`src/hdl/cds_pkg.sv`:
```
// Shared types, constants and calendar helpers for the calendar date stepper.
// Used by every module in hdl/; depends on nothing else.
package cds_pkg;

    localparam int YEAR_W   = 14;
    localparam int MONTH_W  = 4;
    localparam int DAY_W    = 5;
    localparam int OP_W     = 2;
    localparam int ORD_W    = 2;
    localparam int PACKED_W = 27;
    localparam int REM_W    = 7;
    localparam int CENT_W   = 8;
    localparam int S_DATA_W = 24;
    localparam int M_DATA_W = 56;

    // operation codes
    localparam logic [OP_W-1:0] OP_FORWARD = 2'd0;
    localparam logic [OP_W-1:0] OP_BACK    = 2'd1;
    localparam logic [OP_W-1:0] OP_LOAD    = 2'd2;
    // unused code: the date holds
    localparam logic [OP_W-1:0] OP_HOLD    = 2'd3;

    // order codes: stored date against input date
    localparam logic [ORD_W-1:0] ORD_EQUAL   = 2'd0;
    localparam logic [ORD_W-1:0] ORD_LATER   = 2'd1;
    localparam logic [ORD_W-1:0] ORD_EARLIER = 2'd2;

    localparam logic [YEAR_W-1:0]  YEAR_MIN   = 14'd1;
    localparam logic [YEAR_W-1:0]  YEAR_MAX   = 14'd9999;
    localparam logic [YEAR_W-1:0]  YEAR_RESET = 14'd1900;
    localparam logic [MONTH_W-1:0] MONTH_JAN  = 4'd1;
    localparam logic [MONTH_W-1:0] MONTH_FEB  = 4'd2;
    localparam logic [MONTH_W-1:0] MONTH_APR  = 4'd4;
    localparam logic [MONTH_W-1:0] MONTH_JUN  = 4'd6;
    localparam logic [MONTH_W-1:0] MONTH_SEP  = 4'd9;
    localparam logic [MONTH_W-1:0] MONTH_NOV  = 4'd11;
    localparam logic [MONTH_W-1:0] MONTH_DEC  = 4'd12;
    localparam logic [DAY_W-1:0]   DAY_FIRST  = 5'd1;
    localparam logic [DAY_W-1:0]   DAY_LAST31 = 5'd31;

    // year split as 100*cent + rem; 1900 = 19 centuries, 19 mod 4 = 3
    localparam logic [REM_W-1:0] REM_RESET  = 7'd0;
    localparam logic [REM_W-1:0] REM_LAST   = 7'd99;
    localparam logic [1:0]       CENT_RESET = 2'd3;

    // floor(y / 100) = (y * 5243) >> 19, exact for every 14-bit y
    localparam logic [12:0] DIV100_MUL   = 13'd5243;
    localparam int          DIV100_SHIFT = 19;
    localparam int          DIV100_PROD_W = YEAR_W + 13;

    localparam logic [YEAR_W-1:0]   HUNDRED_Y  = 14'd100;
    localparam logic [PACKED_W-1:0] TEN_THOUSAND = 27'd10000;
    localparam logic [PACKED_W-1:0] HUNDRED_P  = 27'd100;

    typedef struct packed {
        logic [OP_W-1:0]    op;
        logic [YEAR_W-1:0]  year;
        logic [MONTH_W-1:0] month;
        logic [DAY_W-1:0]   day;
    } cds_item_t;

    typedef struct packed {
        cds_item_t         item;
        logic [REM_W-1:0]  rem100;
        logic [1:0]        cent;
        logic              in_valid;
    } cds_dec_t;

    typedef struct packed {
        logic [YEAR_W-1:0]  year;
        logic [MONTH_W-1:0] month;
        logic [DAY_W-1:0]   day;
        logic               leap;
        logic               in_valid;
        logic               at_limit;
        logic [YEAR_W-1:0]  in_year;
        logic [MONTH_W-1:0] in_month;
        logic [DAY_W-1:0]   in_day;
    } cds_upd_t;

    // Gregorian leap rule on the split year; rem mod 4 equals year mod 4
    function automatic logic leap_of(logic [REM_W-1:0] rem100, logic [1:0] cent);
        return ((rem100 != '0) && (rem100[1:0] == 2'd0)) ||
               ((rem100 == '0) && (cent == 2'd0));
    endfunction

    function automatic logic [DAY_W-1:0] month_len(logic [MONTH_W-1:0] month, logic leap);
        logic [DAY_W-1:0] len;
        unique case (month)
            MONTH_FEB: len = leap ? 5'd29 : 5'd28;
            MONTH_APR, MONTH_JUN, MONTH_SEP, MONTH_NOV: len = 5'd30;
            default: len = DAY_LAST31;
        endcase
        return len;
    endfunction

endpackage

```
`src/hdl/cds_in_decode.sv`:
```
// Input register and two decode stages: splits the input year into
// centuries and remainder, then derives its leap flag and date validity.
// Depends on cds_pkg.
module cds_in_decode (
    input  logic              clk,
    input  logic              rst_n,
    input  logic              in_valid,
    output logic              in_ready,
    input  cds_pkg::cds_item_t in_item,
    output logic              dec_valid,
    input  logic              dec_ready,
    output cds_pkg::cds_dec_t  dec
);

    logic                          s0_vld_reg, s0_vld_next;
    cds_pkg::cds_item_t            s0_item_reg, s0_item_next;
    logic                          s1_vld_reg, s1_vld_next;
    cds_pkg::cds_item_t            s1_item_reg, s1_item_next;
    logic [cds_pkg::CENT_W-1:0]    s1_cent_reg, s1_cent_next;
    logic                          s2_vld_reg, s2_vld_next;
    cds_pkg::cds_dec_t             s2_dec_reg, s2_dec_next;

    logic                               s0_rdy, s1_rdy, s2_rdy;
    logic [cds_pkg::DIV100_PROD_W-1:0]  div_prod;
    logic [cds_pkg::YEAR_W-1:0]         hundreds;
    logic [cds_pkg::REM_W-1:0]          rem100;
    logic                               in_leap;
    cds_pkg::cds_dec_t                  dec_calc;

    assign s2_rdy   = !s2_vld_reg || dec_ready;
    assign s1_rdy   = !s1_vld_reg || s2_rdy;
    assign s0_rdy   = !s0_vld_reg || s1_rdy;
    assign in_ready = s0_rdy;

    // centuries of the input year by reciprocal multiply
    assign div_prod = cds_pkg::DIV100_PROD_W'(s0_item_reg.year) *
                      cds_pkg::DIV100_PROD_W'(cds_pkg::DIV100_MUL);

    assign hundreds = cds_pkg::YEAR_W'(s1_cent_reg) * cds_pkg::HUNDRED_Y;
    assign rem100   = cds_pkg::REM_W'(s1_item_reg.year - hundreds);
    assign in_leap  = cds_pkg::leap_of(rem100, s1_cent_reg[1:0]);

    always_comb
    begin
        dec_calc.item     = s1_item_reg;
        dec_calc.rem100   = rem100;
        dec_calc.cent     = s1_cent_reg[1:0];
        dec_calc.in_valid = (s1_item_reg.year >= cds_pkg::YEAR_MIN) &&
                            (s1_item_reg.year <= cds_pkg::YEAR_MAX) &&
                            (s1_item_reg.month >= cds_pkg::MONTH_JAN) &&
                            (s1_item_reg.month <= cds_pkg::MONTH_DEC) &&
                            (s1_item_reg.day >= cds_pkg::DAY_FIRST) &&
                            (s1_item_reg.day <=
                             cds_pkg::month_len(s1_item_reg.month, in_leap));
    end

    always_comb
    begin
        s0_vld_next  = s0_rdy ? in_valid : s0_vld_reg;
        s0_item_next = (in_valid && s0_rdy) ? in_item : s0_item_reg;
        s1_vld_next  = s1_rdy ? s0_vld_reg : s1_vld_reg;
        s1_item_next = (s0_vld_reg && s1_rdy) ? s0_item_reg : s1_item_reg;
        s1_cent_next = (s0_vld_reg && s1_rdy) ?
                       div_prod[cds_pkg::DIV100_SHIFT +: cds_pkg::CENT_W] : s1_cent_reg;
        s2_vld_next  = s2_rdy ? s1_vld_reg : s2_vld_reg;
        s2_dec_next  = (s1_vld_reg && s2_rdy) ? dec_calc : s2_dec_reg;
    end

    always_ff @(posedge clk or negedge rst_n)
    begin
        if (!rst_n)
        begin
            s0_vld_reg <= 1'b0;
            s1_vld_reg <= 1'b0;
            s2_vld_reg <= 1'b0;
        end
        else
        begin
            s0_vld_reg <= s0_vld_next;
            s1_vld_reg <= s1_vld_next;
            s2_vld_reg <= s2_vld_next;
        end
    end

    always_ff @(posedge clk)
    begin
        s0_item_reg <= s0_item_next;
        s1_item_reg <= s1_item_next;
        s1_cent_reg <= s1_cent_next;
        s2_dec_reg  <= s2_dec_next;
    end

    assign dec_valid = s2_vld_reg;
    assign dec       = s2_dec_reg;

endmodule

```
`src/hdl/cds_date_core.sv`:
```
// Stored date and its update: step forward, step back or load (code 3 holds it).
// Registers the new date with its flags for the output stage. Depends on cds_pkg.
module cds_date_core (
    input  logic              clk,
    input  logic              rst_n,
    input  logic              dec_valid,
    output logic              dec_ready,
    input  cds_pkg::cds_dec_t  dec,
    output logic              upd_valid,
    input  logic              upd_ready,
    output cds_pkg::cds_upd_t  upd
);

    logic [cds_pkg::YEAR_W-1:0]  year_reg, year_next;
    logic [cds_pkg::MONTH_W-1:0] month_reg, month_next;
    logic [cds_pkg::DAY_W-1:0]   day_reg, day_next;
    logic [cds_pkg::REM_W-1:0]   rem_reg, rem_next;
    logic [1:0]                  cent_reg, cent_next;
    logic                        r1_vld_reg, r1_vld_next;
    cds_pkg::cds_upd_t           r1_upd_reg, r1_upd_next;

    logic                        r1_rdy;
    logic                        apply;
    logic                        limit;
    logic                        cur_leap;
    logic [cds_pkg::DAY_W-1:0]   cur_len;
    logic [cds_pkg::DAY_W-1:0]   prev_len;

    assign r1_rdy    = !r1_vld_reg || upd_ready;
    assign dec_ready = r1_rdy;
    assign apply     = dec_valid && r1_rdy;

    assign cur_leap = cds_pkg::leap_of(rem_reg, cent_reg);
    assign cur_len  = cds_pkg::month_len(month_reg, cur_leap);
    assign prev_len = cds_pkg::month_len(month_reg - 4'd1, cur_leap);

    always_comb
    begin
        year_next  = year_reg;
        month_next = month_reg;
        day_next   = day_reg;
        rem_next   = rem_reg;
        cent_next  = cent_reg;
        limit      = 1'b0;
        if (apply)
        begin
            unique case (dec.item.op)
                cds_pkg::OP_FORWARD:
                begin
                    priority if (day_reg < cur_len)
                    begin
                        day_next = day_reg + 5'd1;
                    end
                    else if (month_reg < cds_pkg::MONTH_DEC)
                    begin
                        month_next = month_reg + 4'd1;
                        day_next   = cds_pkg::DAY_FIRST;
                    end
                    else if (year_reg < cds_pkg::YEAR_MAX)
                    begin
                        year_next  = year_reg + 14'd1;
                        month_next = cds_pkg::MONTH_JAN;
                        day_next   = cds_pkg::DAY_FIRST;
                        if (rem_reg == cds_pkg::REM_LAST)
                        begin
                            rem_next  = '0;
                            cent_next = cent_reg + 2'd1;
                        end
                        else
                        begin
                            rem_next = rem_reg + 7'd1;
                        end
                    end
                    else
                    begin
                        limit = 1'b1;
                    end
                end
                cds_pkg::OP_BACK:
                begin
                    priority if (day_reg > cds_pkg::DAY_FIRST)
                    begin
                        day_next = day_reg - 5'd1;
                    end
                    else if (month_reg > cds_pkg::MONTH_JAN)
                    begin
                        month_next = month_reg - 4'd1;
                        day_next   = prev_len;
                    end
                    else if (year_reg > cds_pkg::YEAR_MIN)
                    begin
                        year_next  = year_reg - 14'd1;
                        month_next = cds_pkg::MONTH_DEC;
                        day_next   = cds_pkg::DAY_LAST31;
                        if (rem_reg == '0)
                        begin
                            rem_next  = cds_pkg::REM_LAST;
                            cent_next = cent_reg - 2'd1;
                        end
                        else
                        begin
                            rem_next = rem_reg - 7'd1;
                        end
                    end
                    else
                    begin
                        limit = 1'b1;
                    end
                end
                cds_pkg::OP_LOAD:
                begin
                    if (dec.in_valid)
                    begin
                        year_next  = dec.item.year;
                        month_next = dec.item.month;
                        day_next   = dec.item.day;
                        rem_next   = dec.rem100;
                        cent_next  = dec.cent;
                    end
                    else
                    begin
                        limit = 1'b1;
                    end
                end
                default:
                begin
                    limit = 1'b0;
                end
            endcase
        end
    end

    always_comb
    begin
        r1_vld_next = r1_rdy ? dec_valid : r1_vld_reg;
        r1_upd_next = r1_upd_reg;
        if (apply)
        begin
            r1_upd_next.year     = year_next;
            r1_upd_next.month    = month_next;
            r1_upd_next.day      = day_next;
            r1_upd_next.leap     = cds_pkg::leap_of(rem_next, cent_next);
            r1_upd_next.in_valid = dec.in_valid;
            r1_upd_next.at_limit = limit;
            r1_upd_next.in_year  = dec.item.year;
            r1_upd_next.in_month = dec.item.month;
            r1_upd_next.in_day   = dec.item.day;
        end
    end

    always_ff @(posedge clk or negedge rst_n)
    begin
        if (!rst_n)
        begin
            year_reg   <= cds_pkg::YEAR_RESET;
            month_reg  <= cds_pkg::MONTH_JAN;
            day_reg    <= cds_pkg::DAY_FIRST;
            rem_reg    <= cds_pkg::REM_RESET;
            cent_reg   <= cds_pkg::CENT_RESET;
            r1_vld_reg <= 1'b0;
        end
        else
        begin
            year_reg   <= year_next;
            month_reg  <= month_next;
            day_reg    <= day_next;
            rem_reg    <= rem_next;
            cent_reg   <= cent_next;
            r1_vld_reg <= r1_vld_next;
        end
    end

    always_ff @(posedge clk)
    begin
        r1_upd_reg <= r1_upd_next;
    end

    assign upd_valid = r1_vld_reg;
    assign upd       = r1_upd_reg;

    a_date_in_range: assert property (@(posedge clk) disable iff (!rst_n)
        (year_reg >= cds_pkg::YEAR_MIN) && (year_reg <= cds_pkg::YEAR_MAX) &&
        (month_reg >= cds_pkg::MONTH_JAN) && (month_reg <= cds_pkg::MONTH_DEC) &&
        (day_reg >= cds_pkg::DAY_FIRST))
        else $error("stored date out of range");

    a_day_fits_month: assert property (@(posedge clk) disable iff (!rst_n)
        day_reg <= cur_len)
        else $error("stored day exceeds month length");

    a_year_split: assert property (@(posedge clk) disable iff (!rst_n)
        rem_reg <= cds_pkg::REM_LAST)
        else $error("year remainder counter out of range");

    a_hold_when_idle: assert property (@(posedge clk) disable iff (!rst_n)
        !apply |=> $stable(year_reg) && $stable(month_reg) && $stable(day_reg) &&
                   $stable(rem_reg) && $stable(cent_reg))
        else $error("stored date changed without an item");

endmodule

```
`src/hdl/cds_out_format.sv`:
```
// Result register: forms the packed decimal date and the date ordering
// from the updated date and drives the output item. Depends on cds_pkg.
module cds_out_format (
    input  logic                           clk,
    input  logic                           rst_n,
    input  logic                           upd_valid,
    output logic                           upd_ready,
    input  cds_pkg::cds_upd_t               upd,
    output logic                           out_valid,
    input  logic                           out_ready,
    output logic [cds_pkg::M_DATA_W-1:0]   out_data
);

    logic                                 out_vld_reg, out_vld_next;
    logic [cds_pkg::M_DATA_W-1:0]         out_data_reg, out_data_next;

    logic                                 out_rdy;
    logic [cds_pkg::PACKED_W-1:0]         packed_dec;
    logic [cds_pkg::ORD_W-1:0]            ord;
    logic [cds_pkg::YEAR_W+cds_pkg::MONTH_W+cds_pkg::DAY_W-1:0] cur_key, in_key;

    assign out_rdy   = !out_vld_reg || out_ready;
    assign upd_ready = out_rdy;

    assign packed_dec = cds_pkg::PACKED_W'(upd.year) * cds_pkg::TEN_THOUSAND +
                        cds_pkg::PACKED_W'(upd.month) * cds_pkg::HUNDRED_P +
                        cds_pkg::PACKED_W'(upd.day);

    // year, then month, then day
    assign cur_key = {upd.year, upd.month, upd.day};
    assign in_key  = {upd.in_year, upd.in_month, upd.in_day};

    always_comb
    begin
        priority if (cur_key == in_key)
            ord = cds_pkg::ORD_EQUAL;
        else if (cur_key > in_key)
            ord = cds_pkg::ORD_LATER;
        else
            ord = cds_pkg::ORD_EARLIER;
    end

    always_comb
    begin
        out_vld_next  = out_rdy ? upd_valid : out_vld_reg;
        out_data_next = (upd_valid && out_rdy) ?
                        {1'b0, upd.at_limit, ord, packed_dec, upd.in_valid, upd.leap,
                         upd.day, upd.month, upd.year} :
                        out_data_reg;
    end

    always_ff @(posedge clk or negedge rst_n)
    begin
        if (!rst_n)
        begin
            out_vld_reg <= 1'b0;
        end
        else
        begin
            out_vld_reg <= out_vld_next;
        end
    end

    always_ff @(posedge clk)
    begin
        out_data_reg <= out_data_next;
    end

    assign out_valid = out_vld_reg;
    assign out_data  = out_data_reg;

endmodule

```
`src/hdl/calendar_date_stepper.sv`:
```
// Gregorian date stepper: holds one date and steps it forward or back one
// day, or loads a new one, for each item taken on the slave stream.
//
// Input: s_axis_tuser carries the operation (0 forward, 1 back, 2 load),
// s_axis_tdata the date to load or compare. Output: one result item per
// input item on m_axis, in order: the stored date after the item, its leap
// flag, the input date's validity, the date as decimal YYYYMMDD, the order
// of stored against input date and a limit flag (step held at 0001-01-01
// or 9999-12-31, or load of an invalid date rejected).
// Throughput is one item per cycle while m_axis_tready is high. Each
// accepted item passes through the input register, two decode
// stages (year split by reciprocal multiply, then leap and validity),
// the date update and the result stage with the packed-decimal multiply.
// Each stage holds its item while the next one is full, so a stalled
// m_axis_tready fills the stages and only then drops s_axis_tready.
// Reset clears all stages and sets the stored date to 1900-01-01.
// Depends on cds_pkg, cds_in_decode, cds_date_core, cds_out_format.
module calendar_date_stepper (
    input  logic                          clk,
    input  logic                          rst_n,
    input  logic                          s_axis_tvalid,
    output logic                          s_axis_tready,
    // [13:0] in_year, [17:14] in_month, [22:18] in_day, [23] zero
    input  logic [cds_pkg::S_DATA_W-1:0]  s_axis_tdata,
    // [1:0] operation
    input  logic [cds_pkg::OP_W-1:0]      s_axis_tuser,
    output logic                          m_axis_tvalid,
    input  logic                          m_axis_tready,
    // [13:0] cur_year, [17:14] cur_month, [22:18] cur_day, [23] leap_flag,
    // [24] input_valid, [51:25] packed_decimal, [53:52] order,
    // [54] at_limit, [55] zero
    output logic [cds_pkg::M_DATA_W-1:0]  m_axis_tdata
);

    cds_pkg::cds_item_t in_item;
    cds_pkg::cds_dec_t  dec;
    cds_pkg::cds_upd_t  upd;
    logic               dec_valid, dec_ready;
    logic               upd_valid, upd_ready;

    assign in_item.op    = s_axis_tuser;
    assign in_item.year  = s_axis_tdata[13:0];
    assign in_item.month = s_axis_tdata[17:14];
    assign in_item.day   = s_axis_tdata[22:18];

    cds_in_decode u_decode (
        .clk       (clk),
        .rst_n     (rst_n),
        .in_valid  (s_axis_tvalid),
        .in_ready  (s_axis_tready),
        .in_item   (in_item),
        .dec_valid (dec_valid),
        .dec_ready (dec_ready),
        .dec       (dec)
    );

    cds_date_core u_core (
        .clk       (clk),
        .rst_n     (rst_n),
        .dec_valid (dec_valid),
        .dec_ready (dec_ready),
        .dec       (dec),
        .upd_valid (upd_valid),
        .upd_ready (upd_ready),
        .upd       (upd)
    );

    cds_out_format u_out (
        .clk       (clk),
        .rst_n     (rst_n),
        .upd_valid (upd_valid),
        .upd_ready (upd_ready),
        .upd       (upd),
        .out_valid (m_axis_tvalid),
        .out_ready (m_axis_tready),
        .out_data  (m_axis_tdata)
    );

endmodule
```
`config.mk`:
```
export PLATFORM = sky130hd
export DESIGN_NAME = calendar_date_stepper
export DESIGN_NICKNAME = d
export VERILOG_FILES = /design/src/hdl/cds_pkg.sv /design/src/hdl/cds_in_decode.sv /design/src/hdl/cds_date_core.sv /design/src/hdl/cds_out_format.sv /design/src/hdl/calendar_date_stepper.sv
export SDC_FILE = /design/constraint.sdc
export NUM_CORES = 1
export LEC_CHECK = 0
export BUFFER_PORTS_ARGS = -buffer_cell sky130_fd_sc_hd__buf_2
export CAP_MARGIN = 20
export CORE_UTILIZATION = 45
export CTS_CLUSTER_DIAMETER = 60
export DETAILED_ROUTE_END_ITERATION = 10
export GPL_TIMING_DRIVEN = 1
export PLACE_DENSITY = 0.65
export SLEW_MARGIN = 5
export SYNTH_ARGS = -nofsm -noshare
export SYNTH_HDL_FRONTEND = slang
export SYNTH_SLANG_ARGS = --single-unit
export TNS_END_PERCENT = 1
```
`constraint.sdc`:
```
create_clock -name clk -period 5.01 [get_ports clk]
set_clock_uncertainty 0.1 [all_clocks]
set_input_delay 1.503 -clock clk [delete_from_list [all_inputs] [get_ports clk]]
set_output_delay 1.503 -clock clk [all_outputs]
set_load 0.02 [all_outputs]
```
==> out/metrics.yaml, run 1 <==
nNetsFinal: 2057
clock_latency_ns: 0.56
cp_slowest_cell: "fa_1"
finalHoldViolCount: 0
num_rows: 70
period_share_pct: 102
syn_nets: 1868
cts_tree: "done"
hpwl_um: 28200
synth-seq-cells: 227
clockBufferDepth: 3
clkTransAtPathRegs_ns: 0.06
n_antenna_cell: 0
timing.setup.tns_ns: -0.0922
max_freq_mhz: 197
largest_reg_flops: 53
grt_pass1_vias: 12300
finalWirelength_um: 36400
avgSynthCellArea_um2: 11.0
track_usage_pct: 20.0
fin_area_um2: 19600
r2r_start: "u_core.upd[40]"
synth_edf_count: 190
place_congestion: 0.909
synth_top_area_cell: "edfxtp_1"
overflow: 0
synth.distinct_cells: 83
reg2reg_depth: 21
start_util_pct: 45.7
worst-path-buf-inv: 6
final.setup.worst_slack_ns: -0.0774
setup.worst_path.start_class: "register"
rsz0062_at_grt: "true"
yosys_warnings: 0
pin_count: 88
vias: 11700
yosys.area.top_type_share_pct: 34.2
drc: 0
die_h_um: 195
async_reset_ff_share_pct: 16.3
min_path_type: "register to register"
areaGrowthSynthToFinish_pct: 17.4
crit_start: "u_core.upd[40]"
core-area_um2: 36500
path_max_fanout: 4
io_buffers: 85
period_minus_slack_ns: 5.09
final_util_pct: 53.6
drt_first_pass_iters: 5
crit_type: "register to register"
die_x_um: 195
grt_max_degree: 51
cts_sinks: 227
cts_hold_buf: 0
grt_antenna_before_repair: 0
ant_nets: 0
first_iter_violations: 639
htree_levels: 1
synthFlopType: "edfxtp_1"
clock-root-buffer: "clkbuf_16"
final_common_cell: "inv_1"
cts_inserted_buffers: 30
worst_pin_slew_ns: 1.04
worstSetupEndpoint: "u_out.out_data[51]"
via_per_inst: 5.31
r2r_end: "u_out.out_data[51]"
ys_seq_area_share_pct: 39.8
critPathTopFamily: "adder cells"
fin_cells: 2203
violations: "negative setup slack"
die-area_um2: 37800
slew_headroom_pct: 30.4
r2r_setup_slack_ns: -0.08
postPlaceCellArea_um2: 18400
synth_area_leaders: "edfxtp_1 34%, ha_1 17%, fa_1 11%"
report.final.slew_viol_count: 0
synth_cells: 1522
mostFrequentLayoutCells: "256 x inv_1, 214 x ha_1, 190 x edfxtp_1, 112 x buf_4, 95 x fa_1"
wl_per_cell_um: 16.5
whs_path_depth: 0
drive_gt1_share_pct: 17.9
required_ns: 5.21
dp_cells: 2140
setup_viol: 3
cap_violations: 0
max_stage_delay_ns: 0.56
status: "finished, violations left"
path_cells: "inv_2 > fa_1 > inv_2 > ha_4 > inv_1 > fa_1 > inv_1 > ha_1 > inv_1 > fa_1 > inv_2 > ha_4 > o211ai_1 > a21oi_2 > o221a_4 > mux2i_4 > nor2_2 > and4b_1 > and3_4 > nand4b_1 > xnor3_1"
arrival_ns: 5.29
grt_first_pass_wirelength_um: 61000
worst_setup_path_end_kind: "register"
syn_area_um2: 16700
crit_cells: 21
==> metrics by stage <==
step,hold slack [ns],setup WS [ns]
6_report,0.317,-0.0774
2_1_floorplan,0.300,-0.00148
4_1_cts,0.318,-0.0708
3_3_place_gp,0.302,-0.305
5_1_grt,0.320,-0.340
3_5_place_dp,0.305,-0.364
==> Yosys cell counts, types with 7 or more instances <==
cell type,n
nand3_1,25
o22ai_1,10
nor3_1,23
or3_1,10
mux2i_1,21
a21oi_1,80
edfxtp_1,190
inv_1,264
nand4_1,17
clkbuf_1,30
xor2_1,18
o21ai_0,64
o211ai_1,11
fa_1,95
ha_1,221
or4_1,7
nand2b_1,14
and2_1,9
dfstp_2,11
nor4_1,9
nor2b_1,14
dfrtp_1,26
a211oi_1,10
nand2_1,72
nor2_1,67
xnor2_1,45
a21o_1,21
a31oi_1,9
o21a_1,12
==> worst reg2reg max path, cell delays in order, from the launching register on <==
cell and delay, ns:
edfxtp_1 0.35, inv_2 0.06, fa_1 0.56, inv_2 0.05, ha_4 0.25, inv_1 0.04
fa_1 0.53, inv_1 0.04, ha_1 0.27, inv_1 0.05, fa_1 0.49, inv_2 0.05
ha_4 0.28, o211ai_1 0.10, a21oi_2 0.20, o221a_4 0.29, mux2i_4 0.25, nor2_2 0.06
and4b_1 0.29, and3_4 0.20, nand4b_1 0.12, xnor3_1 0.20
==> routing by layer <==
layer | GRT usage (%) | wire length [µm] | vias to the layer above
li1 | - | - | 5714
met1 | 25.9 | 16000 | 5645
met2 | 34.8 | 17600 | 277
met3 | 2.60 | 1680 | 66
met4 | 6.47 | 1030 | 0
met5 | 0 | 0 | -
==> area by class of cell <==
| class | count | area (µm²) |
|---|---|---|
| clock inverters | 20 | 225 |
| inverters | 264 | 991 |
| flip-flops and latches | 227 | 6650 |
| repair buffers | 199 | 1290 |
| well taps | 468 | 586 |
| clock buffers | 36 | 795 |
| multi-input cells | 989 | 9050 |
| fillers | 3205 | 16900 |
==> worst min-delay path by stage <==
stage,startpoint,endpoint
2_1_floorplan,u_decode.dec_calc[33],u_decode.dec[33]
3_5_place_dp,u_decode.s0_item_reg[8],u_decode.dec_calc[18]
3_3_place_gp,u_core.upd[23],u_out.out_data[54]
4_1_cts,u_decode.s0_item_reg[8],u_decode.dec_calc[18]
5_1_grt,u_core.upd[25],u_out.out_data[23]
6_report,u_decode.s0_item_reg[8],u_decode.dec_calc[18]
==> kinds of logic (layout without fill, tap and decap cells) <==
group	Yosys count	after routing	share of synthesized area (%)
AOI/OAI and AO/OA	288	288	11.1
and+or+nand+nor	293	293	8.96
other	1	1	0.0225
buffers and inverters	306	519	7.03
DFF	227	227	39.8
adders and majority gates	316	316	28.0
muxes	27	27	1.67
xor gates and xnor gates	64	64	3.44
==> timing repair <==
action	in CTS	in global routing
buffers inserted	4	3
resized for setup	13	16
endpoints found under the setup margin	9	14
pin swaps	17	11
Power of run 1 is left out: the tool's default activity adds up to more than one toggle a clock period on the data nets, which glitch-free logic cannot reach.
==> run 2, diff against run 1 <==
--- a/config.mk
+++ b/config.mk
@@ -5,6 +5,7 @@
 export SDC_FILE = /design/constraint.sdc
 export NUM_CORES = 1
 export LEC_CHECK = 0
+export ABC_AREA = 1
 export BUFFER_PORTS_ARGS = -buffer_cell sky130_fd_sc_hd__buf_2
 export CAP_MARGIN = 20
 export CORE_UTILIZATION = 45
==> out/metrics.yaml, run 2 <==
status: "complete, no violations"
final_util_pct: 51.5
start_util_pct: 45.7
overflow: 0
setup.worst_path.start_class: "register"
ys_seq_area_share_pct: 37.5
final_common_cell: "inv_1"
required_ns: 5.20
cts_hold_buf: 0
via_per_inst: 5.11
synth_edf_count: 190
async_reset_ff_share_pct: 16.3
dpl_worst_slack_ns: 0.152
worst_setup_path_end_kind: "register"
cp_slowest_cell: "fa_1"
crit_start: "u_decode.s0_item_reg[17]"
grt_first_pass_wirelength_um: 65700
place_congestion: 0.893
die_h_um: 200
timing.setup.tns_ns: 0
critPathTopFamily: "adder cells"
period_minus_slack_ns: 4.75
synthFlopType: "edfxtp_1"
die-area_um2: 40200
worstSetupEndpoint: "u_decode.s1_cent_reg[4]"
r2r_setup_slack_ns: 0.26
path_cells: "buf_4 > ha_1 > inv_1 > fa_1 > fa_1 > inv_1 > ha_1 > inv_1 > fa_1 > inv_1 > ha_1 > nand2_1 > o21ai_0 > nand2_1 > o211ai_1 > nand2_1 > o211ai_1 > buf_4 > a21oi_1 > xor2_1"
crit_cells: 20
num_rows: 72
synth.distinct_cells: 65
cap_violations: 0
grt_antenna_before_repair: 0
synth-seq-cells: 227
areaGrowthSynthToFinish_pct: 12.7
synthTopCellsByCount: "369 x inv_1, 295 x nand2_1, 221 x ha_1"
cts_sinks: 227
crit_path_frequent_cell: "inv_1"
yosys.area.top_type_share_pct: 32.2
synthMostInstantiatedCell: "inv_1"
clock-root-buffer: "clkbuf_16"
final.setup.worst_slack_ns: 0.258
drt_first_pass_iters: 5
wl_per_cell_um: 15.8
max_freq_mhz: 210
worst-path-buf-inv: 6
first_iter_violations: 747
worst_pin_slew_ns: 0.961
drive_gt1_share_pct: 13.6
grt_pass1_vias: 13000
report.final.slew_viol_count: 0
pin_count: 88
die_x_um: 200
ant_nets: 0
largest_reg_flops: 53
r2r_start: "u_decode.s0_item_reg[17]"
slew_headroom_pct: 35.9
cts_inserted_buffers: 28
r2r_end: "u_decode.s1_cent_reg[4]"
fin_cells: 2525
grt_max_degree: 54
htree_levels: 1
vias: 12900
min_path_type: "register to register"
synth_area_leaders: "edfxtp_1 32%, ha_1 16%, fa_1 11%"
syn_area_um2: 17700
crit_type: "register to register"
track_usage_pct: 20.4
clockBufferDepth: 3
avgSynthCellArea_um2: 9.55
synth_cells: 1856
dp_cells: 2456
hpwl_um: 31300
finalHoldViolCount: 0
path_max_fanout: 4
io_buffers: 85
drc: 0
arrival_ns: 4.94
core-area_um2: 38700
clock_latency_ns: 0.58
setup_viol: 0
period_share_pct: 94.8
max_stage_delay_ns: 0.56
reg2reg_depth: 20
clkTransAtPathRegs_ns: 0.06
mostFrequentLayoutCells: "365 x inv_1, 295 x nand2_1, 219 x ha_1, 190 x edfxtp_1, 105 x nand3_1"
yosys_warnings: 0
synth_top_area_cell: "edfxtp_1"
finalWirelength_um: 40000
cts_tree: "done"
syn_nets: 2202
nNetsFinal: 2330
run 2: cell count changes after synthesis, moves of 24 or more:
cell / change
nand2_1: +223
inv_1: +105
nand3_1: +81
nor2_1: +35
xnor2_1: -24
xor2_1: +24
run 2: per-stage QoR:
stage | cell area (µm²) | hold slack [ns]
2_1_floorplan | 17700 | 0.300
3_3_place_gp | 18800 | 0.306
3_5_place_dp | 18800 | 0.305
4_1_cts | 19800 | 0.286
5_1_grt | 20000 | 0.299
6_report | 20000 | 0.295
run 2: metal layers:
metal  routed length [µm]  vias to the layer above  global-route usage (%)
li1                     -                     6414                       -
met1                17000                     6075                    25.3
met2                19600                      317                    35.5
met3                 1770                       90                    2.94
met4                 1560                        0                    8.59
met5                    0                        -                       0
run 2: kinds of logic after synthesis:
group	share of synthesized area [%]
XOR/XNOR	3.11
AO/OA/AOI/OAI	8.26
flip-flops	37.5
buffers and inverters	9.23
other	0.0212
AND/OR/NAND/NOR	15.5
adder cells (fa/ha/maj)	26.3
run 2: worst register-to-register path, delay by kind of cell, from the launching register on:
kind / cells / cell delay, ns
compound gates: 4 / 0.47
xor+xnor: 1 / 0.14
fa+ha+maj: 6 / 2.50
buf+inv: 6 / 0.56
flops: 1 / 0.49
simple gates: 3 / 0.23
run 2: area by class of cell:
type / count / area [µm²]
fill: 3573 / 18800
inverter: 380 / 1430
antenna: 1 / 2.50
multi-input combinational: 1215 / 9540
timing repair buffer: 132 / 778
clock buffer: 31 / 732
clock inverter: 21 / 185
tap: 518 / 648
sequential: 227 / 6650
run 2: repair_timing:
action                     4_1_cts  5_1_grt
gates resized for setup          0       19
setup endpoints to repair        0       10
setup buffers                    0       16
run 2: worst min-delay path by stage:
stage                       startpoint  slack, ns                     to  cells after the start
2_1_floorplan    u_decode.dec_calc[33]       0.30       u_decode.dec[33]                      0
3_3_place_gp   u_decode.s0_item_reg[4]       0.31  u_decode.dec_calc[14]                      0
3_5_place_dp            u_core.upd[23]       0.30     u_out.out_data[54]                      0
4_1_cts        u_decode.s0_item_reg[4]       0.29  u_decode.dec_calc[14]                      0
5_1_grt        u_decode.s0_item_reg[2]       0.30  u_decode.dec_calc[12]                      0
6_report       u_decode.s0_item_reg[4]       0.29  u_decode.dec_calc[14]                      0
Power of run 2 is left out for the same reason.
==> run 3, diff against run 2 <==
--- a/config.mk
+++ b/config.mk
@@ -8,6 +8,7 @@
 export ABC_AREA = 1
 export BUFFER_PORTS_ARGS = -buffer_cell sky130_fd_sc_hd__buf_2
 export CAP_MARGIN = 20
+export CORE_MARGIN = 3
 export CORE_UTILIZATION = 45
 export CTS_CLUSTER_DIAMETER = 60
 export DETAILED_ROUTE_END_ITERATION = 10
==> out/metrics.yaml, run 3 (same netlist as run 2, synthesis figures left out) <==
worst_setup_path_end_kind: "register"
overflow: 0
grt_max_degree: 54
clock-root-buffer: "clkbuf_16"
r2r_start: "u_decode.s0_item_reg[19]"
ant_nets: 0
crit_start: "u_decode.s0_item_reg[19]"
drt_first_pass_iters: 5
cts_hold_buf: 0
first_iter_violations: 774
wl_per_cell_um: 15.8
vias: 12900
hp-start: "u_core.upd[23]"
fillCellCount: 3541
r2r_end: "u_decode.s1_cent_reg[4]"
start_util_pct: 45.7
clock_latency_ns: 0.55
period_share_pct: 96.4
io_buffers: 85
mostFrequentLayoutCells: "366 x inv_1, 295 x nand2_1, 216 x ha_1, 190 x edfxtp_1, 104 x nand3_1"
setup.worst_path.start_class: "register"
whs_path_depth: 0
n_antenna_cell: 0
report.final.slew_viol_count: 0
reg2reg_depth: 14
drive_gt1_share_pct: 13.7
place_congestion: 0.896
finalHoldViolCount: 0
grt_first_pass_wirelength_um: 65600
arrival_ns: 5.01
hpwl_um: 31300
crit_type: "register to register"
period_minus_slack_ns: 4.83
r2r_setup_slack_ns: 0.18
finalWirelength_um: 39800
core-area_um2: 38700
die_h_um: 204
drc: 0
track_usage_pct: 19.5
nNetsFinal: 2329
grt_pass1_vias: 13100
num_rows: 72
largest_reg_flops: 53
die_x_um: 204
areaGrowthSynthToFinish_pct: 12.5
cts_sinks: 227
slew_headroom_pct: 37.2
cts_tree: "done"
grt_antenna_before_repair: 0
timing.setup.tns_ns: 0
cap_violations: 0
required_ns: 5.19
htree_levels: 1
setup_viol: 0
die-area_um2: 41800
final_common_cell: "inv_1"
via_per_inst: 5.13
clkTransAtPathRegs_ns: 0.06
min_path_type: "register to register"
path_max_fanout: 6
status: "complete, no violations"
hold_end: "u_out.out_data[54]"
pin_count: 88
cts_inserted_buffers: 27
worst_pin_slew_ns: 0.942
clockBufferDepth: 3
rsz0062_at_grt: "true"
max_freq_mhz: 207
==> run 3: critical path: stages, from the launching register on <==
cell and delay [ns]:
edfxtp_1 0.51, buf_4 0.20, fa_1 0.47, ha_1 0.34, fa_1 0.48, fa_1 0.52, fa_1 0.49, ha_1 0.33
nand2_1 0.10, nor4_1 0.36, nand3_1 0.13, o211ai_1 0.18, buf_4 0.16, a21oi_1 0.08, xor2_1 0.14
==> run 3: how the worst max path moves through the flow <==
stage,slack (ns),to
floorplan,0.30,u_out.out_data[49]
global placement,0.14,u_out.out_data[49]
detailed placement,0.12,u_decode.s1_cent_reg[2]
CTS,0.10,u_decode.s1_cent_reg[2]
global route,-0.03,u_out.out_data[51]
finish,0.18,u_decode.s1_cent_reg[4]
==> run 3: cell type report <==
type	count	area (µm²)	area share [%]
Clock buffer	31	711	3.56
Clock inverter	19	160	0.803
Inverter	380	1430	7.18
Multi-Input combinational cell	1215	9570	48.0
Sequential cell	227	6650	33.3
Tap cell	518	648	3.25
Timing Repair Buffer	132	778	3.90
==> run 3: metrics by stage <==
step	hold slack, ns	cell area, µm²	worst slack, ns	utilization, %	cells
after floorplan	0.300	17700	0.296	-	1856
after global placement	0.305	18800	0.135	48.6	2455
after detailed placement	0.305	18800	0.124	48.6	2455
after CTS	0.320	19700	0.101	50.9	2505
after global routing	0.332	19900	-0.0255	51.5	2522
final	0.318	19900	0.179	51.5	2522
==> run 3: per-layer routing <==
layer / part of all wire, % / track usage [%] / wire length [µm]
met5: 0 / 0 / 0
met4: 3.1 / 6.61 / 1220
met3: 4.7 / 2.90 / 1850
met2: 50 / 34.3 / 19700
met1: 43 / 24.6 / 17000
==> run 3: timing repair <==
action	CTS	global route
endpoints found under the setup margin	0	8
resized for setup	0	23
buffers inserted	0	17
Power of run 3 is left out for the same reason.
